### src/serial_tx_bulk_packetizer_defines.svh
// Assertion macros used by the serial transmit packetizer datapath.
`ifndef SERIAL_TX_BULK_PACKETIZER_DEFINES_SVH
`define SERIAL_TX_BULK_PACKETIZER_DEFINES_SVH
`ifndef SYNTHESIS
// Same-cycle implication, sampled on the rising clock, off during reset.
`define STB_ASSERT_NOW(lbl, ante, cons, msg) \
    lbl: assert property (@(posedge i_clk) disable iff (!i_rst_n) \
        (ante) |-> (cons)) else $error(msg);
// Next-cycle implication, sampled on the rising clock, off during reset.
`define STB_ASSERT_NEXT(lbl, ante, cons, msg) \
    lbl: assert property (@(posedge i_clk) disable iff (!i_rst_n) \
        (ante) |=> (cons)) else $error(msg);
`else
`define STB_ASSERT_NOW(lbl, ante, cons, msg)
`define STB_ASSERT_NEXT(lbl, ante, cons, msg)
`endif
`endif

### src/stb_pkg.sv
// Package with the types, codes and constants of the serial transmit packetizer.
package stb_pkg;

    // Default sizes handed to the top level parameters.
    localparam int TX_DEPTH_DEF     = 256;
    localparam int PACKET_BYTES_DEF = 64;

    // Byte codes and reset values.
    localparam logic [7:0]  NEWLINE_CODE = 8'h0A;
    localparam logic [15:0] STATUS_RESET = 16'h00B0;

    // Request codes on the input channel.
    localparam logic REQ_PUSH = 1'b0;
    localparam logic REQ_SENT = 1'b1;

    // Result kinds on the output channel.
    localparam logic KIND_ACK = 1'b0;
    localparam logic KIND_PKT = 1'b1;

    // Controller states.
    typedef enum logic [1:0] {
        ST_IDLE,
        ST_HDR_LO,
        ST_HDR_HI,
        ST_DATA
    } t_state;

    // Commands from the controller to the datapath.
    typedef struct packed {
        logic accept_push;
        logic accept_sent;
        logic load_hdr_lo;
        logic load_hdr_hi;
        logic load_data;
    } t_ctrl_cmd;

    // Status from the datapath to the controller.
    typedef struct packed {
        logic out_free;
        logic chunk_zero;
        logic data_last;
    } t_dp_status;

endpackage

### src/stb_ifs.sv
// Handshake interfaces for the input, output and configuration channels.
interface stb_in_if;
    logic       valid;
    logic       ready;
    logic       req_type;
    logic [7:0] put_byte;

    modport source (output valid, output req_type, output put_byte, input ready);
    modport sink   (input valid, input req_type, input put_byte, output ready);
endinterface

interface stb_out_if;
    logic       valid;
    logic       ready;
    logic       result_kind;
    logic       accepted;
    logic [7:0] packet_byte;
    logic       last;

    modport source (output valid, output result_kind, output accepted,
                    output packet_byte, output last, input ready);
    modport sink   (input valid, input result_kind, input accepted,
                    input packet_byte, input last, output ready);
endinterface

interface stb_cfg_if;
    logic        valid;
    logic        ready;
    logic [15:0] data;

    modport source (output valid, output data, input ready);
    modport sink   (input valid, input data, output ready);
endinterface

### src/stb_ctrl.sv
// Controller state machine that sequences pushes and packet emission.
module stb_ctrl (
    input  logic               i_clk,
    input  logic               i_rst_n,
    input  logic               i_in_valid,
    input  logic               i_req_type,
    input  stb_pkg::t_dp_status i_status,
    output logic               o_in_ready,
    output stb_pkg::t_ctrl_cmd o_cmd
);
    import stb_pkg::*;

    t_state r_state;
    t_state n_state;

    // State register.
    always_ff @(posedge i_clk) begin
        if (!i_rst_n) begin
            r_state <= ST_IDLE;
        end else begin
            r_state <= n_state;
        end
    end

    // Next state and commands.
    always_comb begin
        n_state    = r_state;
        o_in_ready = 1'b0;
        o_cmd      = '0;
        case (r_state)
            ST_IDLE: begin
                // A word is taken only when the output register can take its result.
                o_in_ready = i_status.out_free;
                if (i_in_valid && i_status.out_free) begin
                    if (i_req_type == REQ_PUSH) begin
                        o_cmd.accept_push = 1'b1;
                    end else begin
                        o_cmd.accept_sent = 1'b1;
                        n_state           = ST_HDR_LO;
                    end
                end
            end
            ST_HDR_LO: begin
                if (i_status.out_free) begin
                    o_cmd.load_hdr_lo = 1'b1;
                    n_state           = ST_HDR_HI;
                end
            end
            ST_HDR_HI: begin
                if (i_status.out_free) begin
                    o_cmd.load_hdr_hi = 1'b1;
                    n_state           = i_status.chunk_zero ? ST_IDLE : ST_DATA;
                end
            end
            ST_DATA: begin
                if (i_status.out_free) begin
                    o_cmd.load_data = 1'b1;
                    if (i_status.data_last) begin
                        n_state = ST_IDLE;
                    end
                end
            end
            default: begin
                n_state = ST_IDLE;
            end
        endcase
    end

endmodule

### src/stb_dp.sv
// Datapath with the ring memory, pointers, counters and the output register.
`include "serial_tx_bulk_packetizer_defines.svh"
module stb_dp #(
    parameter int TX_DEPTH     = stb_pkg::TX_DEPTH_DEF,
    parameter int PACKET_BYTES = stb_pkg::PACKET_BYTES_DEF
) (
    input  logic                i_clk,
    input  logic                i_rst_n,
    input  logic [7:0]          i_put_byte,
    input  stb_pkg::t_ctrl_cmd  i_cmd,
    output stb_pkg::t_dp_status o_status,
    stb_out_if.source           o_out,
    stb_cfg_if.sink             i_cfg
);
    import stb_pkg::*;

    localparam int PW = $clog2(TX_DEPTH);
    localparam int FW = $clog2(TX_DEPTH + 1);
    localparam int CW = $clog2(PACKET_BYTES - 1);
    localparam int MW = (FW > CW) ? FW : CW;
    localparam int SW = FW + 1;

    logic [7:0] r_ring [TX_DEPTH];

    logic [PW-1:0] r_wr_ptr, n_wr_ptr;
    logic [PW-1:0] r_rd_ptr, n_rd_ptr;
    logic [PW-1:0] r_fetch_ptr, n_fetch_ptr;
    logic [FW-1:0] r_fill, n_fill;
    logic [CW-1:0] r_inflight, n_inflight;
    logic [CW-1:0] r_remain, n_remain;
    logic [15:0]   r_status_word, n_status_word;
    logic [7:0]    r_rd_data;
    logic          r_out_valid, n_out_valid;
    logic          r_out_kind, n_out_kind;
    logic          r_out_acc, n_out_acc;
    logic [7:0]    r_out_byte, n_out_byte;
    logic          r_out_last, n_out_last;

    logic          push_ok;
    logic          rd_en;
    logic          out_load;
    logic [MW-1:0] retire_m;
    logic [MW-1:0] chunk_m;
    logic [FW-1:0] fill_after;
    logic [SW-1:0] rd_sum;
    logic [PW-1:0] rd_wrapped;

    // Push check: the last free slot is kept for a newline.
    always_comb begin
        if (i_put_byte == NEWLINE_CODE) begin
            push_ok = r_fill < FW'(TX_DEPTH);
        end else begin
            push_ok = r_fill < FW'(TX_DEPTH - 1);
        end
    end

    // Retire the chunk in flight and size the next one.
    always_comb begin
        retire_m   = (MW'(r_inflight) > MW'(r_fill)) ? MW'(r_fill) : MW'(r_inflight);
        fill_after = r_fill - FW'(retire_m);
        chunk_m    = (MW'(fill_after) > MW'(PACKET_BYTES - 2)) ? MW'(PACKET_BYTES - 2)
                                                               : MW'(fill_after);
        rd_sum     = SW'(r_rd_ptr) + SW'(retire_m);
        rd_wrapped = (rd_sum >= SW'(TX_DEPTH)) ? PW'(rd_sum - SW'(TX_DEPTH)) : PW'(rd_sum);
    end

    assign out_load = i_cmd.accept_push | i_cmd.load_hdr_lo | i_cmd.load_hdr_hi
                    | i_cmd.load_data;
    assign rd_en    = i_cmd.load_hdr_hi | i_cmd.load_data;

    // Next values of the pointers, counters and output register.
    always_comb begin
        n_wr_ptr      = r_wr_ptr;
        n_rd_ptr      = r_rd_ptr;
        n_fetch_ptr   = r_fetch_ptr;
        n_fill        = r_fill;
        n_inflight    = r_inflight;
        n_remain      = r_remain;
        n_status_word = r_status_word;
        n_out_valid   = r_out_valid & ~o_out.ready;
        n_out_kind    = r_out_kind;
        n_out_acc     = r_out_acc;
        n_out_byte    = r_out_byte;
        n_out_last    = r_out_last;

        if (i_cfg.valid) begin
            n_status_word = i_cfg.data;
        end

        if (i_cmd.accept_push) begin
            if (push_ok) begin
                n_wr_ptr = (r_wr_ptr == PW'(TX_DEPTH - 1)) ? '0 : r_wr_ptr + 1'b1;
                n_fill   = r_fill + 1'b1;
            end
            n_out_kind = KIND_ACK;
            n_out_acc  = push_ok;
            n_out_byte = 8'h00;
            n_out_last = 1'b1;
        end

        if (i_cmd.accept_sent) begin
            n_rd_ptr    = rd_wrapped;
            n_fetch_ptr = rd_wrapped;
            n_fill      = fill_after;
            n_inflight  = CW'(chunk_m);
            n_remain    = CW'(chunk_m);
        end

        if (i_cmd.load_hdr_lo) begin
            n_out_kind = KIND_PKT;
            n_out_acc  = 1'b0;
            n_out_byte = r_status_word[7:0];
            n_out_last = 1'b0;
        end

        if (i_cmd.load_hdr_hi) begin
            n_out_kind = KIND_PKT;
            n_out_acc  = 1'b0;
            n_out_byte = r_status_word[15:8];
            n_out_last = (r_remain == '0);
        end

        if (i_cmd.load_data) begin
            n_out_kind = KIND_PKT;
            n_out_acc  = 1'b0;
            n_out_byte = r_rd_data;
            n_out_last = (r_remain == CW'(1));
            n_remain   = r_remain - 1'b1;
        end

        // The fetch pointer runs one byte ahead of the output register.
        if (rd_en) begin
            n_fetch_ptr = (r_fetch_ptr == PW'(TX_DEPTH - 1)) ? '0 : r_fetch_ptr + 1'b1;
        end

        if (out_load) begin
            n_out_valid = 1'b1;
        end
    end

    // Control registers.
    always_ff @(posedge i_clk) begin
        if (!i_rst_n) begin
            r_wr_ptr      <= '0;
            r_rd_ptr      <= '0;
            r_fill        <= '0;
            r_inflight    <= '0;
            r_remain      <= '0;
            r_status_word <= STATUS_RESET;
            r_out_valid   <= 1'b0;
        end else begin
            r_wr_ptr      <= n_wr_ptr;
            r_rd_ptr      <= n_rd_ptr;
            r_fill        <= n_fill;
            r_inflight    <= n_inflight;
            r_remain      <= n_remain;
            r_status_word <= n_status_word;
            r_out_valid   <= n_out_valid;
        end
    end

    // Payload registers.
    always_ff @(posedge i_clk) begin
        r_fetch_ptr <= n_fetch_ptr;
        r_out_kind  <= n_out_kind;
        r_out_acc   <= n_out_acc;
        r_out_byte  <= n_out_byte;
        r_out_last  <= n_out_last;
    end

    // Ring memory: one write port, one registered read port.
    always_ff @(posedge i_clk) begin
        if (i_cmd.accept_push && push_ok) begin
            r_ring[r_wr_ptr] <= i_put_byte;
        end
        if (rd_en) begin
            r_rd_data <= r_ring[r_fetch_ptr];
        end
    end

    assign o_status.out_free   = ~r_out_valid | o_out.ready;
    assign o_status.chunk_zero = (r_remain == '0);
    assign o_status.data_last  = (r_remain == CW'(1));

    assign o_out.valid       = r_out_valid;
    assign o_out.result_kind = r_out_kind;
    assign o_out.accepted    = r_out_acc;
    assign o_out.packet_byte = r_out_byte;
    assign o_out.last        = r_out_last;

    assign i_cfg.ready = 1'b1;

    // The ring never holds more bytes than it has slots.
    `STB_ASSERT_NOW(a_fill_bound, 1'b1, r_fill <= FW'(TX_DEPTH), "ring fill beyond depth")
    // The chunk in flight is always still held in the ring.
    `STB_ASSERT_NOW(a_inflight_held, 1'b1, MW'(r_inflight) <= MW'(r_fill),
        "chunk in flight larger than fill")
    // A waiting word is never overwritten.
    `STB_ASSERT_NOW(a_no_overwrite, r_out_valid && !o_out.ready, !out_load,
        "output word overwritten while stalled")
    // A stalled word keeps its value into the next cycle.
    `STB_ASSERT_NEXT(a_stall_hold, r_out_valid && !o_out.ready,
        r_out_valid && $stable(r_out_byte) && $stable(r_out_last),
        "stalled output word changed")

endmodule

### src/serial_tx_bulk_packetizer.sv
// Top level of the serial transmit ring buffer and bulk-in packetizer.
//
// Channels: i_in takes request words (req_type, put_byte); o_out gives
// result words (result_kind, accepted, packet_byte, last); i_cfg writes the
// 16-bit modem status word and is always ready.
// A push word is stored in the ring when there is room and gives one
// acknowledgement word in the output register in the cycle after it is
// taken, so pushes run at one per cycle while the receiver keeps up.
// A sent word retires the previous chunk and starts a packet: two status
// bytes, low first, then up to PACKET_BYTES-2 ring bytes. The first status
// byte is loaded in the cycle after the sent word is taken, then one byte per
// cycle while the receiver keeps up, set by the single output register and
// the registered ring read port. The next request is taken in ST_IDLE after
// the last packet byte is loaded, once the output register is free.
// Reset clears the read/write pointers and counts, sets the status word to
// 0x00B0; the ring contents are left as they are and need no clearing pass.
// When the receiver stalls, the output word holds and the sequence waits;
// no request is taken while the output register is full and not drained.
module serial_tx_bulk_packetizer #(
    parameter int TX_DEPTH     = stb_pkg::TX_DEPTH_DEF,
    parameter int PACKET_BYTES = stb_pkg::PACKET_BYTES_DEF
) (
    input  logic      i_clk,
    input  logic      i_rst_n,
    stb_in_if.sink    i_in,
    stb_out_if.source o_out,
    stb_cfg_if.sink   i_cfg
);
    import stb_pkg::*;

    t_ctrl_cmd  cmd;
    t_dp_status status;

    // Controller.
    stb_ctrl u_ctrl (
        .i_clk      (i_clk),
        .i_rst_n    (i_rst_n),
        .i_in_valid (i_in.valid),
        .i_req_type (i_in.req_type),
        .i_status   (status),
        .o_in_ready (i_in.ready),
        .o_cmd      (cmd)
    );

    // Datapath.
    stb_dp #(
        .TX_DEPTH     (TX_DEPTH),
        .PACKET_BYTES (PACKET_BYTES)
    ) u_dp (
        .i_clk      (i_clk),
        .i_rst_n    (i_rst_n),
        .i_put_byte (i_in.put_byte),
        .i_cmd      (cmd),
        .o_status   (status),
        .o_out      (o_out),
        .i_cfg      (i_cfg)
    );

endmodule
### src/flat_wrapper.sv
// flat-port wrapper written by rule: the top's interface ports become plain ports
module serial_tx_bulk_packetizer_flat import stb_pkg::*;
#(
    parameter int TX_DEPTH     = stb_pkg::TX_DEPTH_DEF,
    parameter int PACKET_BYTES = stb_pkg::PACKET_BYTES_DEF
)
  (i_clk, i_rst_n, i_in_valid, i_in_req_type, i_in_put_byte, i_in_ready, o_out_valid, o_out_result_kind, o_out_accepted, o_out_packet_byte, o_out_last, o_out_ready, i_cfg_valid, i_cfg_data, i_cfg_ready);
  stb_in_if i_in_i ();
  stb_out_if o_out_i ();
  stb_cfg_if i_cfg_i ();
  input  logic i_clk;
  input  logic i_rst_n;
  input wire logic [$bits(i_in_i.valid)-1:0] i_in_valid;
  input wire logic [$bits(i_in_i.req_type)-1:0] i_in_req_type;
  input wire logic [$bits(i_in_i.put_byte)-1:0] i_in_put_byte;
  output wire logic [$bits(i_in_i.ready)-1:0] i_in_ready;
  output wire logic [$bits(o_out_i.valid)-1:0] o_out_valid;
  output wire logic [$bits(o_out_i.result_kind)-1:0] o_out_result_kind;
  output wire logic [$bits(o_out_i.accepted)-1:0] o_out_accepted;
  output wire logic [$bits(o_out_i.packet_byte)-1:0] o_out_packet_byte;
  output wire logic [$bits(o_out_i.last)-1:0] o_out_last;
  input wire logic [$bits(o_out_i.ready)-1:0] o_out_ready;
  input wire logic [$bits(i_cfg_i.valid)-1:0] i_cfg_valid;
  input wire logic [$bits(i_cfg_i.data)-1:0] i_cfg_data;
  output wire logic [$bits(i_cfg_i.ready)-1:0] i_cfg_ready;
  assign i_in_i.valid = i_in_valid;
  assign i_in_i.req_type = i_in_req_type;
  assign i_in_i.put_byte = i_in_put_byte;
  assign i_in_ready = i_in_i.ready;
  assign o_out_valid = o_out_i.valid;
  assign o_out_result_kind = o_out_i.result_kind;
  assign o_out_accepted = o_out_i.accepted;
  assign o_out_packet_byte = o_out_i.packet_byte;
  assign o_out_last = o_out_i.last;
  assign o_out_i.ready = o_out_ready;
  assign i_cfg_i.valid = i_cfg_valid;
  assign i_cfg_i.data = i_cfg_data;
  assign i_cfg_ready = i_cfg_i.ready;
  serial_tx_bulk_packetizer #(.TX_DEPTH(TX_DEPTH), .PACKET_BYTES(PACKET_BYTES)) u_core (.i_clk(i_clk), .i_rst_n(i_rst_n), .i_in(i_in_i), .o_out(o_out_i), .i_cfg(i_cfg_i));
endmodule
### config.mk
export PLATFORM = sky130hd
export DESIGN_NAME = serial_tx_bulk_packetizer_flat
export DESIGN_NICKNAME = d
export VERILOG_FILES = /design/src/stb_pkg.sv /design/src/stb_ifs.sv /design/src/stb_ctrl.sv /design/src/stb_dp.sv /design/src/serial_tx_bulk_packetizer.sv /design/src/flat_wrapper.sv
export VERILOG_INCLUDE_DIRS = /design/src /design/src/src
export SDC_FILE = /design/constraint.sdc
export NUM_CORES = 2
export LEC_CHECK = 0
export ABC_AREA = 1
export BUFFER_PORTS_ARGS = -buffer_cell sky130_fd_sc_hd__buf_2
export CORE_AREA = 4 4 401 403
export DETAILED_ROUTE_END_ITERATION = 12
export DIE_AREA = 0 0 405 407
export PLACE_DENSITY = 0.74
export SLEW_MARGIN = 20
export SYNTH_ARGS = -nofsm -noshare
export SYNTH_HDL_FRONTEND = slang
export SYNTH_HIERARCHICAL = 1
export SYNTH_SLANG_ARGS = --single-unit
### constraint.sdc
create_clock -name i_clk -period 3.6 [get_ports i_clk]
set_input_delay 0.18 -clock i_clk [delete_from_list [all_inputs] [get_ports i_clk]]
set_output_delay 0.18 -clock i_clk [all_outputs]
set_load 0.03 [all_outputs]
==> flow_summary.ini <==
[global_route]
grt_use_total_pct = 28.4
grt_pass1_vias = 58273
antenna_found_initial = 2
grt_max_degree = 174
grt_overflow = 0
grt_first_pass_wirelength_um = 355000

[timing]
drv_slew = 0
worst_pin_slew_ns = 1.10
hold_violations = 0
finClkSkew_ns = 0.0377
max-slew-margin-rel_pct = 26.8
setup_viol = 0
post-route-period-util_pct = 96.1
fmax_mhz = 289
holdWs_ns = 0.0822
post-route-min-period_ns = 3.46

[synth]
synth_top_cells_by_count = edfxtp_1 (2,073), nor2_1 (1,943), o21ai_0 (1,024), nand2_1 (721), nand3_1 (373)
synth-main-ff-cell = edfxtp_1
async_flop_share_pct = 0
syn_area_um2 = 87500
synth-seq-cells = 2131
synth_edf_count = 2073
yosys.area.top_type = edfxtp_1
synth-seq-area-share_pct = 72.5
syn_inst = 7461
synth_top_area_share_pct = 71.1
ys_types = 42
synthMostInstantiatedCell = edfxtp_1
syn_area_per_cell_um2 = 11.7
syn-num-nets = 7521
yosys_warnings = 6
synth_area_leaders = edfxtp_1 (71%), nor2_1 (8.3%), o21ai_0 (5.9%)

[clocking]
cts_inserted_buffers = 205
worst_skew_pair.late_latency_ns = 0.83
cts_max_path_buffers = 3
cts_root_buf = clkbuf_16
cts_tree = done
clk_pin_slew_worst_paths_ns = 0.06
cts.htree.levels = 4
cts_sinks = 2131

[worst_setup_path]
critical_path_class = flip-flop to flip-flop
worstPathRequired_ns = 4.35
crit_path_cell_trace = inv_1, ha_4, nand2_2, nor4_4, o32ai_4, o21ai_2, ha_2, fa_2, or2_2, nor2_2, nand3_1, nor2_1, nand2_1, nand4_1, nand2_1, nand2_1, nand2_1, a21oi_1
critical_path_buf_inv_count = 1
cpPeakStageDelay_ns = 0.45
crit_path_end_kind = flip-flop
crit_top_cell = nand2_1
start_kind = flip-flop
critPathArrivalTime_ns = 4.21
worst_path_max_delay_cell = fa_2
crit_path_max_fanout = 4
cp_top_family = simple AND/OR/NAND/NOR gates

[floorplanning]
die_w_um = 405
initial_utilization_pct = 55.6
std_cell_rows = 146
die_h_um = 407
pin_count = 44
die_area_um2 = 165000
core_um2 = 157000

[pwr]
p_per_area_nw_per_um2 = 764
p_total_mw = 76.0
irDropWorstVdd_v = 0.000789
p_leak_nw = 33.8

[placed_design]
detailed_place.area_um2 = 92400
gp_congestion = 0.893
dp_hpwl_um = 137000
placed_cells = 9539
port-buffer-count = 42

[layout]
instances_no_fill = 9966
areaGrowthSynthToFinish_pct = 13.6
final_net_count = 7784
fin_util_pct = 63.1
stdcell_area_um2 = 99400
drive_above_1_share_pct = 10.7

[routing]
routed_wl_um = 236000
num_vias = 60660
drtIter0Drc = 7991
drc = 0
viasPerCell = 6.09
firstDrtPassIters = 7
wl_per_cell_um = 23.7
ant_nets = 0

[worst_hold_path]
min_path_type = primary input to flip-flop

[run_status]
status = completed

[flow_run]
max-cap-violations = 0
[layout by cell type, fill, tap and decap left out, drive strengths merged]
cell type	Yosys	final
fa	2	2
a21oi	153	153
nand3b	1	1
o31ai	3	3
nor4	4	4
o32ai	1	1
xnor2	1	1
o21a	1	1
bufinv	0	9
o22ai	22	22
conb	2	2
o211ai	264	264
a21boi	1	1
nand4	15	15
nand3	377	377
diode	0	3
and3	1	1
clkbuf	247	269
clkinvlp	0	2
o2111ai	1	1
clkinv	7	91
nor3b	1	1
nand2	723	723
dlygate4sd3	0	49
dfxtp	58	58
buf	239	493
nor2	1947	1947
inv	129	139
a31oi	16	16
edfxtp	2073	2073
ha	28	28
xor2	13	13
or2	32	32
nor3	10	10
o21ai	1089	1089
[stage by stage]
| stage | setup TNS, ns | worst slack [ns] |
|---|---|---|
| 3_5_place_dp | -0.0300 | -0.0163 |
| 3_3_place_gp | -0.626 | -0.0986 |
| 2_1_floorplan | 0 | 0.144 |
| 6_report | 0 | 0.141 |
| 5_1_grt | -0.345 | -0.0807 |
| 4_1_cts | 0 | 0.0118 |
[timing repair]
item                       in CTS  in global routing
setup endpoints to repair       7                 12
setup buffers                   0                  1
gates resized for setup         2                 37
hold endpoints to repair      228                  0
cloned                          0                  0
hold buffers                   49                  0
pin swaps                       0                  9
[per-layer routing]
| metal | vias to the layer above | track usage (%) | share of wire [%] |
|---|---|---|---|
| met2 | 3613 | 44.8 | 47 |
| met1 | 29443 | 38.5 | 38 |
| met4 | 0 | 12.1 | 4.5 |
| li1 | 27002 | - | - |
| met5 | - | 0 | 0 |
| met3 | 602 | 6.10 | 11 |
[sequential cells by signal, summed over array words and instances (netlist names)]
| register | flops |
|---|---|
| u_core/u_dp/o_out.valid | 1 |
| u_core/u_ctrl/r_state | 2 |
| u_core/u_dp/r_remain | 6 |
| u_core/u_dp/r_ring | 2048 |
| u_core/u_dp/r_rd_ptr | 8 |
| u_core/u_dp/o_out.packet_byte | 8 |
| u_core/u_dp/r_inflight | 6 |
| u_core/u_dp/r_rd_data | 8 |
| u_core/u_dp/o_out.last | 1 |
| u_core/u_dp/o_out.accepted | 1 |
| u_core/u_dp/r_fetch_ptr | 8 |
| u_core/u_dp/o_out.result_kind | 1 |
| u_core/u_dp/r_fill | 9 |
| u_core/u_dp/r_status_word | 16 |
| u_core/u_dp/r_wr_ptr | 8 |
[cell type report]
| cell class | instances | area, um2 |
|---|---|---|
| flip-flops and latches | 2131 | 63400 |
| fillers | 11531 | 58100 |
| multi-input cells | 4708 | 21600 |
| clock buffers | 269 | 5510 |
| repair buffers | 542 | 4940 |
| well taps | 2072 | 2590 |
| clock inverters | 105 | 812 |
| inverters | 136 | 533 |
| diodes | 3 | 7.51 |
[logic make-up (layout without fill, tap and decap cells)]
logic type,Yosys count,in the layout,share of synthesized area (%)
and+or+nand+nor,3111,3111,14.1
DFF,2131,2131,72.5
AOI/OAI and AO/OA,1551,1551,9.71
buffers and inverters,622,1052,3.14
adders and majority gates,30,30,0.446
xor gates and xnor gates,14,14,0.140
other,2,5,0.00858
[where the power goes]
group | leakage [nW] | internal, mW | switching [mW] | total [mW]
Combinational | 11.6 | 8.29 | 19.3 | 27.6
Sequential | 19.1 | 27.6 | 0.338 | 28.0
Clock | 3.08 | 11.4 | 9.02 | 20.4
[final timing paths]
kind                                               startpoint                             to  slack (ns)  cells past startpoint
worst max-delay path                    u_core/u_dp/r_fill[2]        u_core/u_dp/r_remain[1]        0.14                     18
worst min-delay path                         i_in_put_byte[0]      u_core/u_dp/r_ring[18][0]        0.08                      2
worst max register to register          u_core/u_dp/r_fill[2]        u_core/u_dp/r_remain[1]        0.14                     18
worst min register to register  u_core/u_dp/o_out.result_kind  u_core/u_dp/o_out.result_kind        0.49                      2
[worst register-to-register path: cells and delay by family, from the launching register on]
| kind | cells | cell delay (ns) |
|---|---|---|
| buffers and inverters | 1 | 0.09 |
| AOI/OAI and AO/OA | 3 | 0.48 |
| DFF | 1 | 0.33 |
| adders and majority gates | 3 | 0.96 |
| and+or+nand+nor | 11 | 1.53 |
Power figures use the tool's default switching activity.
